[config.mk]
export PLATFORM = sky130hd
export DESIGN_NAME = enhanced_clock_page_replacement_flat
export DESIGN_NICKNAME = d
export VERILOG_FILES = /design/src/rtl/ecpr_pkg.sv /design/src/rtl/ecpr_if.sv /design/src/rtl/ecpr_ram.sv /design/src/rtl/enhanced_clock_page_replacement.sv /design/src/flat_wrapper.sv
export SDC_FILE = /design/constraint.sdc
export NUM_CORES = 1
export LEC_CHECK = 0
export ABC_AREA = 1
export ABC_CLOCK_PERIOD_IN_PS = 5900
export BUFFER_PORTS_ARGS = -buffer_cell sky130_fd_sc_hd__buf_2
export CAP_MARGIN = 10
export CORE_ASPECT_RATIO = 0.9
export CORE_MARGIN = 5
export CORE_UTILIZATION = 25
export DETAILED_ROUTE_END_ITERATION = 12
export PLACE_DENSITY = 0.39
export RECOVER_POWER = 50
export SLEW_MARGIN = 10
export SYNTH_ARGS = -nofsm -noshare
export SYNTH_HDL_FRONTEND = slang
export SYNTH_SLANG_ARGS = --single-unit
[constraint.sdc]
create_clock -name clock -period 5.9 [get_ports clock]
set_input_delay 1.18 -clock clock [delete_from_list [all_inputs] [get_ports clock]]
set_output_delay 1.18 -clock clock [all_outputs]
set_load 0.02 [all_outputs]
[src/rtl/ecpr_pkg.sv]
// Shared types and constants for the enhanced clock page replacement block.
// No dependencies.
package ecpr_pkg;

   typedef enum logic [2:0] {
      ST_IDLE,
      ST_LOOK,
      ST_HIT,
      ST_SCAN,
      ST_EV_RD,
      ST_EV_WR
   } state_type;

   // Victim search passes; bit 0 is the wanted modify bit and the clear-passed flag.
   typedef logic [1:0] pass_type;
   localparam pass_type PASS_CLEAN   = 2'd0;
   localparam pass_type PASS_DIRTY   = 2'd1;
   localparam pass_type PASS_CLEAN_2 = 2'd2;
   localparam pass_type PASS_DIRTY_2 = 2'd3;

endpackage

[src/rtl/ecpr_if.sv]
// Valid/ready channel interfaces for page references and replacement results.
// No dependencies.
interface ecpr_req_if #(
   parameter int PAGE_BITS = 16
);
   logic                 valid;
   logic                 ready;
   logic [PAGE_BITS-1:0] page_number;
   logic                 func;

   modport source (output valid, output page_number, output func, input ready);
   modport sink   (input valid, input page_number, input func, output ready);
endinterface

interface ecpr_rsp_if #(
   parameter int PAGE_BITS = 16,
   parameter int IDX_BITS  = 2
);
   logic                 valid;
   logic                 ready;
   logic                 hit;
   logic [IDX_BITS-1:0]  frame_index;
   logic                 evicted_valid;
   logic [PAGE_BITS-1:0] evicted_page;
   logic                 evicted_dirty;
   logic [IDX_BITS-1:0]  hand_position;

   modport source (output valid, output hit, output frame_index, output evicted_valid,
                   output evicted_page, output evicted_dirty, output hand_position,
                   input ready);
   modport sink   (input valid, input hit, input frame_index, input evicted_valid,
                   input evicted_page, input evicted_dirty, input hand_position,
                   output ready);
endinterface

[src/rtl/ecpr_ram.sv]
// Generic single-write, single-read RAM with registered read data.
// No dependencies.
module ecpr_ram #(
   parameter int WIDTH = 16,
   parameter int DEPTH = 4
) (
   input  logic                     clock,
   input  logic                     wr_en,
   input  logic [$clog2(DEPTH)-1:0] wr_addr,
   input  logic [WIDTH-1:0]         wr_data,
   input  logic [$clog2(DEPTH)-1:0] rd_addr,
   output logic [WIDTH-1:0]         rd_data
);

   logic [WIDTH-1:0] mem_ff [DEPTH];

   always_ff @(posedge clock) begin
      if (wr_en) begin
         mem_ff[wr_addr] <= wr_data;
      end
      rd_data <= mem_ff[rd_addr];
   end

endmodule

[src/rtl/enhanced_clock_page_replacement.sv]
// Enhanced second-chance clock page replacement over a ring of frames.
// Depends on ecpr_pkg, ecpr_if (ecpr_req_if, ecpr_rsp_if) and ecpr_ram.
//
// Usage:
//   req_chan carries one page reference (page_number, func: 0 read, 1 write).
//   rsp_chan returns one result per reference: hit, frame_index, evicted_valid,
//   evicted_page, evicted_dirty and the new hand_position.
//   A transfer happens on a rising clock edge with valid and ready both high.
//   One reference is worked on at a time; req_chan.ready is high only while idle.
//   The page numbers sit in a small RAM read one frame per cycle; the lookup
//   compares one frame per cycle and the victim search checks one frame per
//   cycle over up to four passes round the ring.
//   The result sits in an output register, so a new request is taken while
//   the previous result still waits; if the receiver stalls, the next result
//   is held internally until the output register frees up.
//   Reset (synchronous, active high) empties every frame, clears the use and
//   modify bits and puts the hand at frame 0.
module enhanced_clock_page_replacement #(
   parameter int FRAMES    = 4,
   parameter int PAGE_BITS = 16
) (
   input logic       clock,
   input logic       reset,
   ecpr_req_if.sink  req_chan,
   ecpr_rsp_if.source rsp_chan
);
   import ecpr_pkg::*;

   localparam int IDX_BITS = $clog2(FRAMES);
   localparam logic [IDX_BITS-1:0] LAST_IDX = IDX_BITS'(FRAMES - 1);

   state_type             state_ff, state_in;
   logic [IDX_BITS-1:0]   hand_ff, hand_in;
   logic [IDX_BITS-1:0]   ptr_ff, ptr_in;
   logic [IDX_BITS-1:0]   cnt_ff, cnt_in;
   logic [IDX_BITS-1:0]   cmp_ptr_ff, cmp_ptr_in;
   logic                  cmp_en_ff, cmp_en_in;
   logic [IDX_BITS-1:0]   hit_idx_ff, hit_idx_in;
   logic [IDX_BITS-1:0]   victim_ff, victim_in;
   pass_type              pass_ff, pass_in;
   logic [PAGE_BITS-1:0]  page_ff, page_in;
   logic                  func_ff, func_in;
   logic [FRAMES-1:0]     valid_ff, valid_in;
   logic [FRAMES-1:0]     use_ff, use_in;
   logic [FRAMES-1:0]     dirty_ff, dirty_in;

   logic                  rsp_valid_ff, rsp_valid_in;
   logic                  rsp_hit_ff, rsp_hit_in;
   logic [IDX_BITS-1:0]   rsp_idx_ff, rsp_idx_in;
   logic                  rsp_ev_valid_ff, rsp_ev_valid_in;
   logic [PAGE_BITS-1:0]  rsp_ev_page_ff, rsp_ev_page_in;
   logic                  rsp_ev_dirty_ff, rsp_ev_dirty_in;
   logic [IDX_BITS-1:0]   rsp_hand_ff, rsp_hand_in;

   logic                  req_xfer;
   logic                  out_free;
   logic [IDX_BITS-1:0]   ptr_nx;
   logic [IDX_BITS-1:0]   victim_nx;
   logic                  cnt_last;
   logic                  cmp_hit;
   logic                  scan_take;

   logic                  ram_wr_en;
   logic [IDX_BITS-1:0]   ram_rd_addr;
   logic [PAGE_BITS-1:0]  ram_rd_data;

   ecpr_ram #(
      .WIDTH (PAGE_BITS),
      .DEPTH (FRAMES)
   ) u_page_ram (
      .clock   (clock),
      .wr_en   (ram_wr_en),
      .wr_addr (victim_ff),
      .wr_data (page_ff),
      .rd_addr (ram_rd_addr),
      .rd_data (ram_rd_data)
   );

   assign ptr_nx    = (ptr_ff == LAST_IDX) ? '0 : ptr_ff + 1'b1;
   assign victim_nx = (victim_ff == LAST_IDX) ? '0 : victim_ff + 1'b1;
   assign cnt_last  = (cnt_ff == LAST_IDX);
   assign cmp_hit   = cmp_en_ff && valid_ff[cmp_ptr_ff] && (ram_rd_data == page_ff);
   assign scan_take = !use_ff[ptr_ff] && (dirty_ff[ptr_ff] == pass_ff[0]);
   assign out_free  = !rsp_valid_ff || rsp_chan.ready;
   assign req_xfer  = req_chan.valid && req_chan.ready;

   // Next state
   always_comb begin
      state_in = state_ff;
      case (state_ff)
         ST_IDLE: begin
            if (req_xfer) state_in = ST_LOOK;
         end
         ST_LOOK: begin
            if (cmp_hit) begin
               state_in = ST_HIT;
            end else if (cmp_en_ff && cnt_last) begin
               state_in = ST_SCAN;
            end
         end
         ST_SCAN: begin
            if (scan_take || (cnt_last && pass_ff == PASS_DIRTY_2)) state_in = ST_EV_RD;
         end
         ST_EV_RD: state_in = ST_EV_WR;
         ST_EV_WR: begin
            if (out_free) state_in = ST_IDLE;
         end
         ST_HIT: begin
            if (out_free) state_in = ST_IDLE;
         end
         default: state_in = ST_IDLE;
      endcase
   end

   // Outputs and RAM control
   always_comb begin
      req_chan.ready = (state_ff == ST_IDLE);
      ram_wr_en      = (state_ff == ST_EV_WR) && out_free;
      case (state_ff)
         ST_LOOK:  ram_rd_addr = ptr_ff;
         ST_EV_RD: ram_rd_addr = victim_ff;
         ST_EV_WR: ram_rd_addr = victim_ff;
         default:  ram_rd_addr = ptr_ff;
      endcase
   end

   assign rsp_chan.valid         = rsp_valid_ff;
   assign rsp_chan.hit           = rsp_hit_ff;
   assign rsp_chan.frame_index   = rsp_idx_ff;
   assign rsp_chan.evicted_valid = rsp_ev_valid_ff;
   assign rsp_chan.evicted_page  = rsp_ev_page_ff;
   assign rsp_chan.evicted_dirty = rsp_ev_dirty_ff;
   assign rsp_chan.hand_position = rsp_hand_ff;

   // Datapath next values
   always_comb begin
      hand_in         = hand_ff;
      ptr_in          = ptr_ff;
      cnt_in          = cnt_ff;
      cmp_ptr_in      = cmp_ptr_ff;
      cmp_en_in       = cmp_en_ff;
      hit_idx_in      = hit_idx_ff;
      victim_in       = victim_ff;
      pass_in         = pass_ff;
      page_in         = page_ff;
      func_in         = func_ff;
      valid_in        = valid_ff;
      use_in          = use_ff;
      dirty_in        = dirty_ff;
      rsp_valid_in    = rsp_valid_ff && !rsp_chan.ready;
      rsp_hit_in      = rsp_hit_ff;
      rsp_idx_in      = rsp_idx_ff;
      rsp_ev_valid_in = rsp_ev_valid_ff;
      rsp_ev_page_in  = rsp_ev_page_ff;
      rsp_ev_dirty_in = rsp_ev_dirty_ff;
      rsp_hand_in     = rsp_hand_ff;
      case (state_ff)
         ST_IDLE: begin
            if (req_xfer) begin
               page_in   = req_chan.page_number;
               func_in   = req_chan.func;
               ptr_in    = hand_ff;
               cnt_in    = '0;
               cmp_en_in = 1'b0;
            end
         end
         ST_LOOK: begin
            ptr_in     = ptr_nx;
            cmp_ptr_in = ptr_ff;
            cmp_en_in  = 1'b1;
            if (cmp_en_ff) begin
               if (cmp_hit) begin
                  hit_idx_in = cmp_ptr_ff;
               end else if (cnt_last) begin
                  cnt_in  = '0;
                  ptr_in  = hand_ff;
                  pass_in = PASS_CLEAN;
               end else begin
                  cnt_in = cnt_ff + 1'b1;
               end
            end
         end
         ST_SCAN: begin
            if (scan_take) begin
               victim_in = ptr_ff;
            end else begin
               if (pass_ff[0]) use_in[ptr_ff] = 1'b0;
               if (cnt_last) begin
                  if (pass_ff == PASS_DIRTY_2) begin
                     victim_in = hand_ff;
                  end else begin
                     pass_in = pass_ff + 2'd1;
                     ptr_in  = hand_ff;
                     cnt_in  = '0;
                     if (pass_ff == PASS_DIRTY) use_in = '0;
                  end
               end else begin
                  cnt_in = cnt_ff + 1'b1;
                  ptr_in = ptr_nx;
               end
            end
         end
         ST_HIT: begin
            if (out_free) begin
               use_in[hit_idx_ff] = 1'b1;
               if (func_ff) dirty_in[hit_idx_ff] = 1'b1;
               rsp_valid_in    = 1'b1;
               rsp_hit_in      = 1'b1;
               rsp_idx_in      = hit_idx_ff;
               rsp_ev_valid_in = 1'b0;
               rsp_ev_page_in  = '0;
               rsp_ev_dirty_in = 1'b0;
               rsp_hand_in     = hand_ff;
            end
         end
         ST_EV_WR: begin
            if (out_free) begin
               valid_in[victim_ff] = 1'b1;
               use_in[victim_ff]   = 1'b1;
               dirty_in[victim_ff] = func_ff;
               hand_in             = victim_nx;
               rsp_valid_in        = 1'b1;
               rsp_hit_in          = 1'b0;
               rsp_idx_in          = victim_ff;
               rsp_ev_valid_in     = valid_ff[victim_ff];
               rsp_ev_page_in      = valid_ff[victim_ff] ? ram_rd_data : '0;
               rsp_ev_dirty_in     = valid_ff[victim_ff] && dirty_ff[victim_ff];
               rsp_hand_in         = victim_nx;
            end
         end
         default: begin
         end
      endcase
   end

   always_ff @(posedge clock) begin
      if (reset) begin
         state_ff     <= ST_IDLE;
         hand_ff      <= '0;
         cmp_en_ff    <= 1'b0;
         valid_ff     <= '0;
         use_ff       <= '0;
         dirty_ff     <= '0;
         rsp_valid_ff <= 1'b0;
      end else begin
         state_ff     <= state_in;
         hand_ff      <= hand_in;
         cmp_en_ff    <= cmp_en_in;
         valid_ff     <= valid_in;
         use_ff       <= use_in;
         dirty_ff     <= dirty_in;
         rsp_valid_ff <= rsp_valid_in;
      end
   end

   always_ff @(posedge clock) begin
      ptr_ff          <= ptr_in;
      cnt_ff          <= cnt_in;
      cmp_ptr_ff      <= cmp_ptr_in;
      hit_idx_ff      <= hit_idx_in;
      victim_ff       <= victim_in;
      pass_ff         <= pass_in;
      page_ff         <= page_in;
      func_ff         <= func_in;
      rsp_hit_ff      <= rsp_hit_in;
      rsp_idx_ff      <= rsp_idx_in;
      rsp_ev_valid_ff <= rsp_ev_valid_in;
      rsp_ev_page_ff  <= rsp_ev_page_in;
      rsp_ev_dirty_ff <= rsp_ev_dirty_in;
      rsp_hand_ff     <= rsp_hand_in;
   end

   // The hand moves only when a miss is committed.
   a_hand_hold: assert property (@(posedge clock) disable iff (reset)
      !(state_ff == ST_EV_WR && out_free) |=> $stable(hand_ff))
      else $error("hand moved outside a miss commit");

   // A committed hit leaves the frame's use bit set.
   a_hit_use: assert property (@(posedge clock) disable iff (reset)
      (state_ff == ST_HIT && out_free) |=> use_ff[$past(hit_idx_ff)])
      else $error("use bit not set after hit");

   // A committed miss leaves the victim frame valid and referenced.
   a_fill_valid: assert property (@(posedge clock) disable iff (reset)
      (state_ff == ST_EV_WR && out_free) |=> (valid_ff[$past(victim_ff)] &&
                                             use_ff[$past(victim_ff)]))
      else $error("victim frame not filled");

   // A result appears only from a commit state.
   a_rsp_source: assert property (@(posedge clock) disable iff (reset)
      $rose(rsp_valid_ff) |-> ($past(state_ff) == ST_HIT || $past(state_ff) == ST_EV_WR))
      else $error("result without commit");

endmodule
[src/flat_wrapper.sv]
// flat-port wrapper written by rule: the top's interface ports become plain ports
module enhanced_clock_page_replacement_flat import ecpr_pkg::*;
#(
   parameter int FRAMES    = 4,
   parameter int PAGE_BITS = 16
)
  (clock, reset, req_chan_valid, req_chan_page_number, req_chan_func, req_chan_ready, rsp_chan_valid, rsp_chan_hit, rsp_chan_frame_index, rsp_chan_evicted_valid, rsp_chan_evicted_page, rsp_chan_evicted_dirty, rsp_chan_hand_position, rsp_chan_ready);
  ecpr_req_if #(.PAGE_BITS(PAGE_BITS)) req_chan_i ();
  ecpr_rsp_if #(.PAGE_BITS(PAGE_BITS)) rsp_chan_i ();
  input logic clock;
  input logic reset;
  input wire logic [$bits(req_chan_i.valid)-1:0] req_chan_valid;
  input wire logic [$bits(req_chan_i.page_number)-1:0] req_chan_page_number;
  input wire logic [$bits(req_chan_i.func)-1:0] req_chan_func;
  output wire logic [$bits(req_chan_i.ready)-1:0] req_chan_ready;
  output wire logic [$bits(rsp_chan_i.valid)-1:0] rsp_chan_valid;
  output wire logic [$bits(rsp_chan_i.hit)-1:0] rsp_chan_hit;
  output wire logic [$bits(rsp_chan_i.frame_index)-1:0] rsp_chan_frame_index;
  output wire logic [$bits(rsp_chan_i.evicted_valid)-1:0] rsp_chan_evicted_valid;
  output wire logic [$bits(rsp_chan_i.evicted_page)-1:0] rsp_chan_evicted_page;
  output wire logic [$bits(rsp_chan_i.evicted_dirty)-1:0] rsp_chan_evicted_dirty;
  output wire logic [$bits(rsp_chan_i.hand_position)-1:0] rsp_chan_hand_position;
  input wire logic [$bits(rsp_chan_i.ready)-1:0] rsp_chan_ready;
  assign req_chan_i.valid = req_chan_valid;
  assign req_chan_i.page_number = req_chan_page_number;
  assign req_chan_i.func = req_chan_func;
  assign req_chan_ready = req_chan_i.ready;
  assign rsp_chan_valid = rsp_chan_i.valid;
  assign rsp_chan_hit = rsp_chan_i.hit;
  assign rsp_chan_frame_index = rsp_chan_i.frame_index;
  assign rsp_chan_evicted_valid = rsp_chan_i.evicted_valid;
  assign rsp_chan_evicted_page = rsp_chan_i.evicted_page;
  assign rsp_chan_evicted_dirty = rsp_chan_i.evicted_dirty;
  assign rsp_chan_hand_position = rsp_chan_i.hand_position;
  assign rsp_chan_i.ready = rsp_chan_ready;
  enhanced_clock_page_replacement #(.FRAMES(FRAMES), .PAGE_BITS(PAGE_BITS)) u_core (.clock(clock), .reset(reset), .req_chan(req_chan_i), .rsp_chan(rsp_chan_i));
endmodule
* Yosys cells after proc, flatten, opt, wreduce, memory -nomap -nowiden *
Memories as Yosys holds them, arrays and structs flattened. A register that Yosys moved wholly into a read port is not among the register bits.
Cells that the tools add are included.

storage, ports and cells
  flip-flop bits (word level) = 71
  bits in latches = 0
  bits in writable memories = 64
  bits in read-only memories = 0
  bits of input ports = 21
  logic and storage cells = 191
  memories = 1

memory list
  memory                    words  width  read ports  clocked after Yosys merged registers in  write ports  line            source
  u_core.u_page_ram.mem_ff  4      16     1           1                                        1            ecpr_ram.sv:15  logic [WIDTH-1:0] mem_ff [DEPTH];

cells by class
  add/sub/neg operators = 4
  multiply operators = 0
  div/mod/pow operators = 0
  order comparisons = 7
  eq/ne operators = 26
  shifts and indexed selects = 0
  multiplexer cells = 87
  bitwise gates (word level) = 6
  reductions and logical operators = 39

operators by type and width
  kind                                                         count
  2-to-1 mux 2 bit                                             30
  2-to-1 mux 16 bit                                            3
  2-to-1 mux 4 bit                                             10
  one-hot mux 16 bit (2 select lines)                          1
  2-to-1 mux 1 bit                                             17
  == test 16 bit                                               1
  inequality test 2 x 1 -> 1 bit (second input constant)       8
  OR 4 bit                                                     4
  AND reduction 4 bit                                          4
  2-to-1 mux 3 bit                                             5
  one-hot mux 3 bit (5 select lines)                           1
  logical AND 1 bit                                            12
  less-than comparator 2 x 3 -> 1 bit (second input constant)  4
  one-hot mux 2 bit (2 select lines)                           3
  one-hot mux 2 bit (3 select lines)                           2
  one-hot mux 4 bit (3 select lines)                           1
  binary-select mux 1 bit (select 2 bit)                       5
  nonzero test 2 bit                                           5
  AND reduction 3 bit                                          3
  adder 2 x 1 -> 2 bit (second input constant)                 4
  == test 2 bit (second input constant)                        4
  inequality test 2 bit (second input constant)                4
  one-hot mux 1 bit (2 select lines)                           4
  one-hot mux 4 bit (2 select lines)                           1
  other kinds (20)                                             33

* Depth between registers and ports, before layout *
  depth after elaboration = 12
  depth in mapped cells = 12

* Hierarchy *
From an unflattened synthesis, not the netlist that was laid out.

unflattened totals
  cell total of the unflattened synthesis = 712
  area, all modules = 6794.0 µm²

modules (own cells, without submodules)
  module                           times used  cells each  area an instance (µm²)  seq. area each (µm²)
  enhanced_clock_page_replacement  1           437         3714.8                  1941.9
  ecpr_ram                         1           275         3079.2                  2242.2

* Worst setup path before layout *
Ideal clock, no wire load.

  path kind = input port to flip-flop
  from = input rsp_chan_ready
  to = memory u_core.u_page_ram.mem_ff[3][0] (enable)
  library setup time = 0.390 ns
  arrival time = 2.257 ns
  required time = 5.510 ns
  path slack = 3.253 ns
  cell stages on the path = 4
  cell sequence = nor2_1 nor2_1 inv_1 nor2_1

on the way
  cells in the longest elaborated chain, start to end = 4

RTL lines
  item                                    line                                    source
  start: declaration                      flat_wrapper.sv:23                      input wire logic [$bits(rsp_chan_i.ready)-1:0] rsp_chan_ready;
  logical OR 1 bit                        enhanced_clock_page_replacement.sv:84   assign out_free = !rsp_valid_ff || rsp_chan.ready;
  logical AND 1 bit                       enhanced_clock_page_replacement.sv:118  ram_wr_en = (state_ff == ST_EV_WR) && out_free;
  2-to-1 mux 1 bit                        ecpr_ram.sv:18                          if (wr_en) begin
  2-to-1 mux 1 bit (not written as such)  ecpr_ram.sv:19                          mem_ff[wr_addr] <= wr_data;
  end: declaration                        ecpr_ram.sv:15

Every way passes these cells.

* Final worst setup path *
  from = register u_core.state_ff[1]
  to = memory u_core.u_page_ram.mem_ff[3][0] (enable)

on the way
  cells in the longest elaborated chain, start to end = 4

RTL lines
  item                                    line                                    source
  start: declaration                      enhanced_clock_page_replacement.sv:32   state_type state_ff, state_in;
  start signal: assignment                enhanced_clock_page_replacement.sv:246  state_ff <= state_in;
  == test 3 bit                           enhanced_clock_page_replacement.sv:118
  logical AND 1 bit                       enhanced_clock_page_replacement.sv:118
  2-to-1 mux 1 bit                        ecpr_ram.sv:18
  2-to-1 mux 1 bit (not written as such)  ecpr_ram.sv:19

Every way passes these cells.

==> summary.txt <==
Run status
  • Outcome: completed

GRT
  • Pin count of the biggest net entering global routing: 34
  • Initial antenna violation count: 0
  • Routing usage on met1: 0.155
  • Grt total ovfl: 0
  • M2 GR Usage: 0.167
  • Total GRT Usage: 0.111
  • Most Used Layer, Global Route: met2
  • Vias in the first global route: 4334
  • GRT met3 Usage: 0.0321
  • First-pass GRT wire length: 24.4 mm

Clocking
  • Clock Path Buffers: 2
  • Post-cts resize count: 0
  • CTS Hold Bufs: 0
  • Clock latency on the worst-skew pair: 0.42 ns
  • Post-CTS setup buffers: 0
  • Cts bufs inserted: 17
  • Clk slew on worst S/H paths: 0.07 ns
  • CTS Root Cell: clkbuf_16
  • H-Tree Depth: 4
  • CTS tree: done
  • CTS sink cnt: 151

Detailed routing
  • Routed wire per std cell: 15.0 um
  • First-pass iteration count of the detailed router: 5
  • WL final: 15.4 mm
  • # DRC: 0
  • Drt via density: 4.21
  • Routed Antenna Nets: 0
  • Vias after detailed routing: 4328
  • Initial drt markers: 283

Logic synthesis
  • Synth warn: 0
  • Synth cell types: 34
  • Post-synth top area cell: edfxtp_1
  • Post-synth top area share: 0.547
  • Seq/Total Area, Yosys: 0.656
  • Mapped Nets: 646
  • Syn_area_per_cell: 10.4 um^2
  • Post-synthesis cell area: 6370 um^2
  • Count of state elements after synthesis: 151
  • Top post-synthesis cells by area: edfxtp_1 55%, dfxtp_1 11%, nand2_1 9.2%
  • Mapped Cells: 614

Timing
  • Final worst setup slack: 2.86 ns
  • Final hold vios: 0
  • Final period utilization: 0.516
  • Setup TNS: 0 ns
  • Pins Over Slew Limit: 0
  • Clock Skew: 0.0104 ns
  • Worst slew margin: 0.0765
  • Worst slew pin tran: 1.39 ns
  • F_max: 0.328 GHz
  • RSZ-0062 raised after global routing: false
  • Setup Viol. Count Final: 0
  • Tmin final: 3.04 ns

Worst setup path
  • Critical path class: flip-flop to flip-flop
  • Critical Path Source: u_core.state_ff[1]
  • WP data arrival: 3.14 ns
  • Worst Setup End Kind: flip-flop
  • Setup crit start kind: flip-flop
  • Max FO, Critical Path: 17
  • Worst Path Required: 6.00 ns
  • Worst R2R Start: u_core.state_ff[1]

Layout
  • Most frequent cells in the layout: 158 x nand2_1, 116 x edfxtp_1, 74 x inv_1, 69 x nor2_1, 39 x a21oi_1
  • Synth-to-Final Area Change: 18.8%
  • Post-route insts no fill: 1027
  • Core Util, Final: 0.301
  • Commonest non-fill, non-tap cell in the layout: nand2_1
  • Nets: 704
  • Ant diodes: 0
  • Share of post-route cells with drive strength above 1: 0.115

Floorplanning
  • I/O Pins: 46
  • Die width: 178 um
  • Die area: 28800 um^2
  • Die Ht: 161 um
  • Row Count: 55
  • Initial Util: 0.254
  • Core Region: 25100 um^2

Place
  • Pre-CTS setup slack: 3.14 ns
  • Placed insts: 995
  • GPL Wtd Cong: 0.810
  • DP HPWL: 10.3 mm
  • Port Buffer Count: 45

Hold path
  • Hold path start: u_core.use_ff[0]
  • Worst hold path type: flip-flop to flip-flop

Job
  • Max_cap viols: 0

Power and ir drop
  • Pwr Density: 469 nW/um^2
  • VDD IR max: 0.211 mV
  • Power, Total: 3.55 mW
  • Pleak: 2.96 nW
-- kinds of logic after synthesis --
| kind of cell | Yosys count | synth area share |
|---|---|---|
| adder cells (fa/ha/maj) | 11 | 0.0216 |
| XOR/XNOR | 1 | 0.00137 |
| AND/OR/NAND/NOR | 262 | 0.167 |
| flip-flops | 151 | 0.656 |
| buffers and inverters | 90 | 0.0554 |
| AO/OA/AOI/OAI | 99 | 0.0985 |
-- metrics by stage --
stage | hold WS, ns | area (um^2)
4_1_cts | 0.493 | 7630
5_1_grt | 0.521 | 7570
2_1_floorplan | 0.435 | 6370
6_report | 0.495 | 7570
3_3_place_gp | 0.487 | 7030
3_5_place_dp | 0.482 | 7030
-- power by group --
part / leakage (nW) / internal, mW / switching [mW]
clock: 0.296 / 0.650 / 0.469
combinational: 1.31 / 0.270 / 0.630
sequential: 1.35 / 1.39 / 0.142
-- layout make-up --
cell class,count,area (um^2)
inverters,76,285
flip-flops and latches,151,4180
well taps,342,428
repair buffers,53,262
fillers,2602,17500
clock inverters,13,161
clock buffers,19,443
multi-input cells,373,1810
-- synthesized netlist by cell type --
cell type  number
o21bai_1        3
a21oi_1        39
buf_1           1
ha_1           11
or2_2           1
o31ai_1         6
nand2_4         1
dfxtp_1        35
xnor2_1         1
nand4_1         1
nand2_2         3
nand2_1       156
o21ai_1         1
o21a_1          1
a32oi_1        16
clkinv_1        1
o21ai_0        25
clkbuf_1        1
nor2_4          2
buf_2          12
o21ai_2         1
a22oi_4         1
a211oi_2        1
inv_1          69
nor2_1         69
a21boi_0        1
o22ai_1         1
edfxtp_1      116
nor2_2          2
o211ai_1        2
nand3_1        26
a21oi_4         1
inv_2           6
nand3_2         1
-- flip-flops by register name (all words and copies together), names as in the netlist, 3 cells and up --
| register | cells |
|---|---|
| u_core.u_page_ram.mem_ff | 64 |
| u_core.page_ff | 16 |
| u_core.rsp_chan.evicted_page | 16 |
| u_core.u_page_ram.rd_data | 16 |
| u_core.dirty_ff | 4 |
| u_core.use_ff | 4 |
| u_core.valid_ff | 4 |
| u_core.state_ff | 3 |
-- metal layers --
metal	wire length, um	vias up	part of all wire
li1	-	2183	-
met4	193	0	0.013
met3	704	13	0.046
met1	7750	2035	0.50
met2	6740	97	0.44
met5	0	-	0
-- worst paths after layout --
check,cells past startpoint,to,slack [ns]
setup / recovery,8,u_core.u_page_ram.mem_ff[3][0],2.86
hold / removal,2,u_core.use_ff[0],0.50
setup reg to reg,8,u_core.u_page_ram.mem_ff[3][0],2.86
hold reg to reg,2,u_core.use_ff[0],0.50
-- worst max-delay path, stage by stage (launching register included) --
cell and delay [ns]:
dfxtp_1 0.37, inv_1 0.15, nand2_1 0.14, nor2_1 0.84, inv_1 0.49, nor2_1 0.24, inv_1 0.10, nor2_1 0.10
buf_4 0.28
No activity file was read; power rests on OpenSTA's default activity.
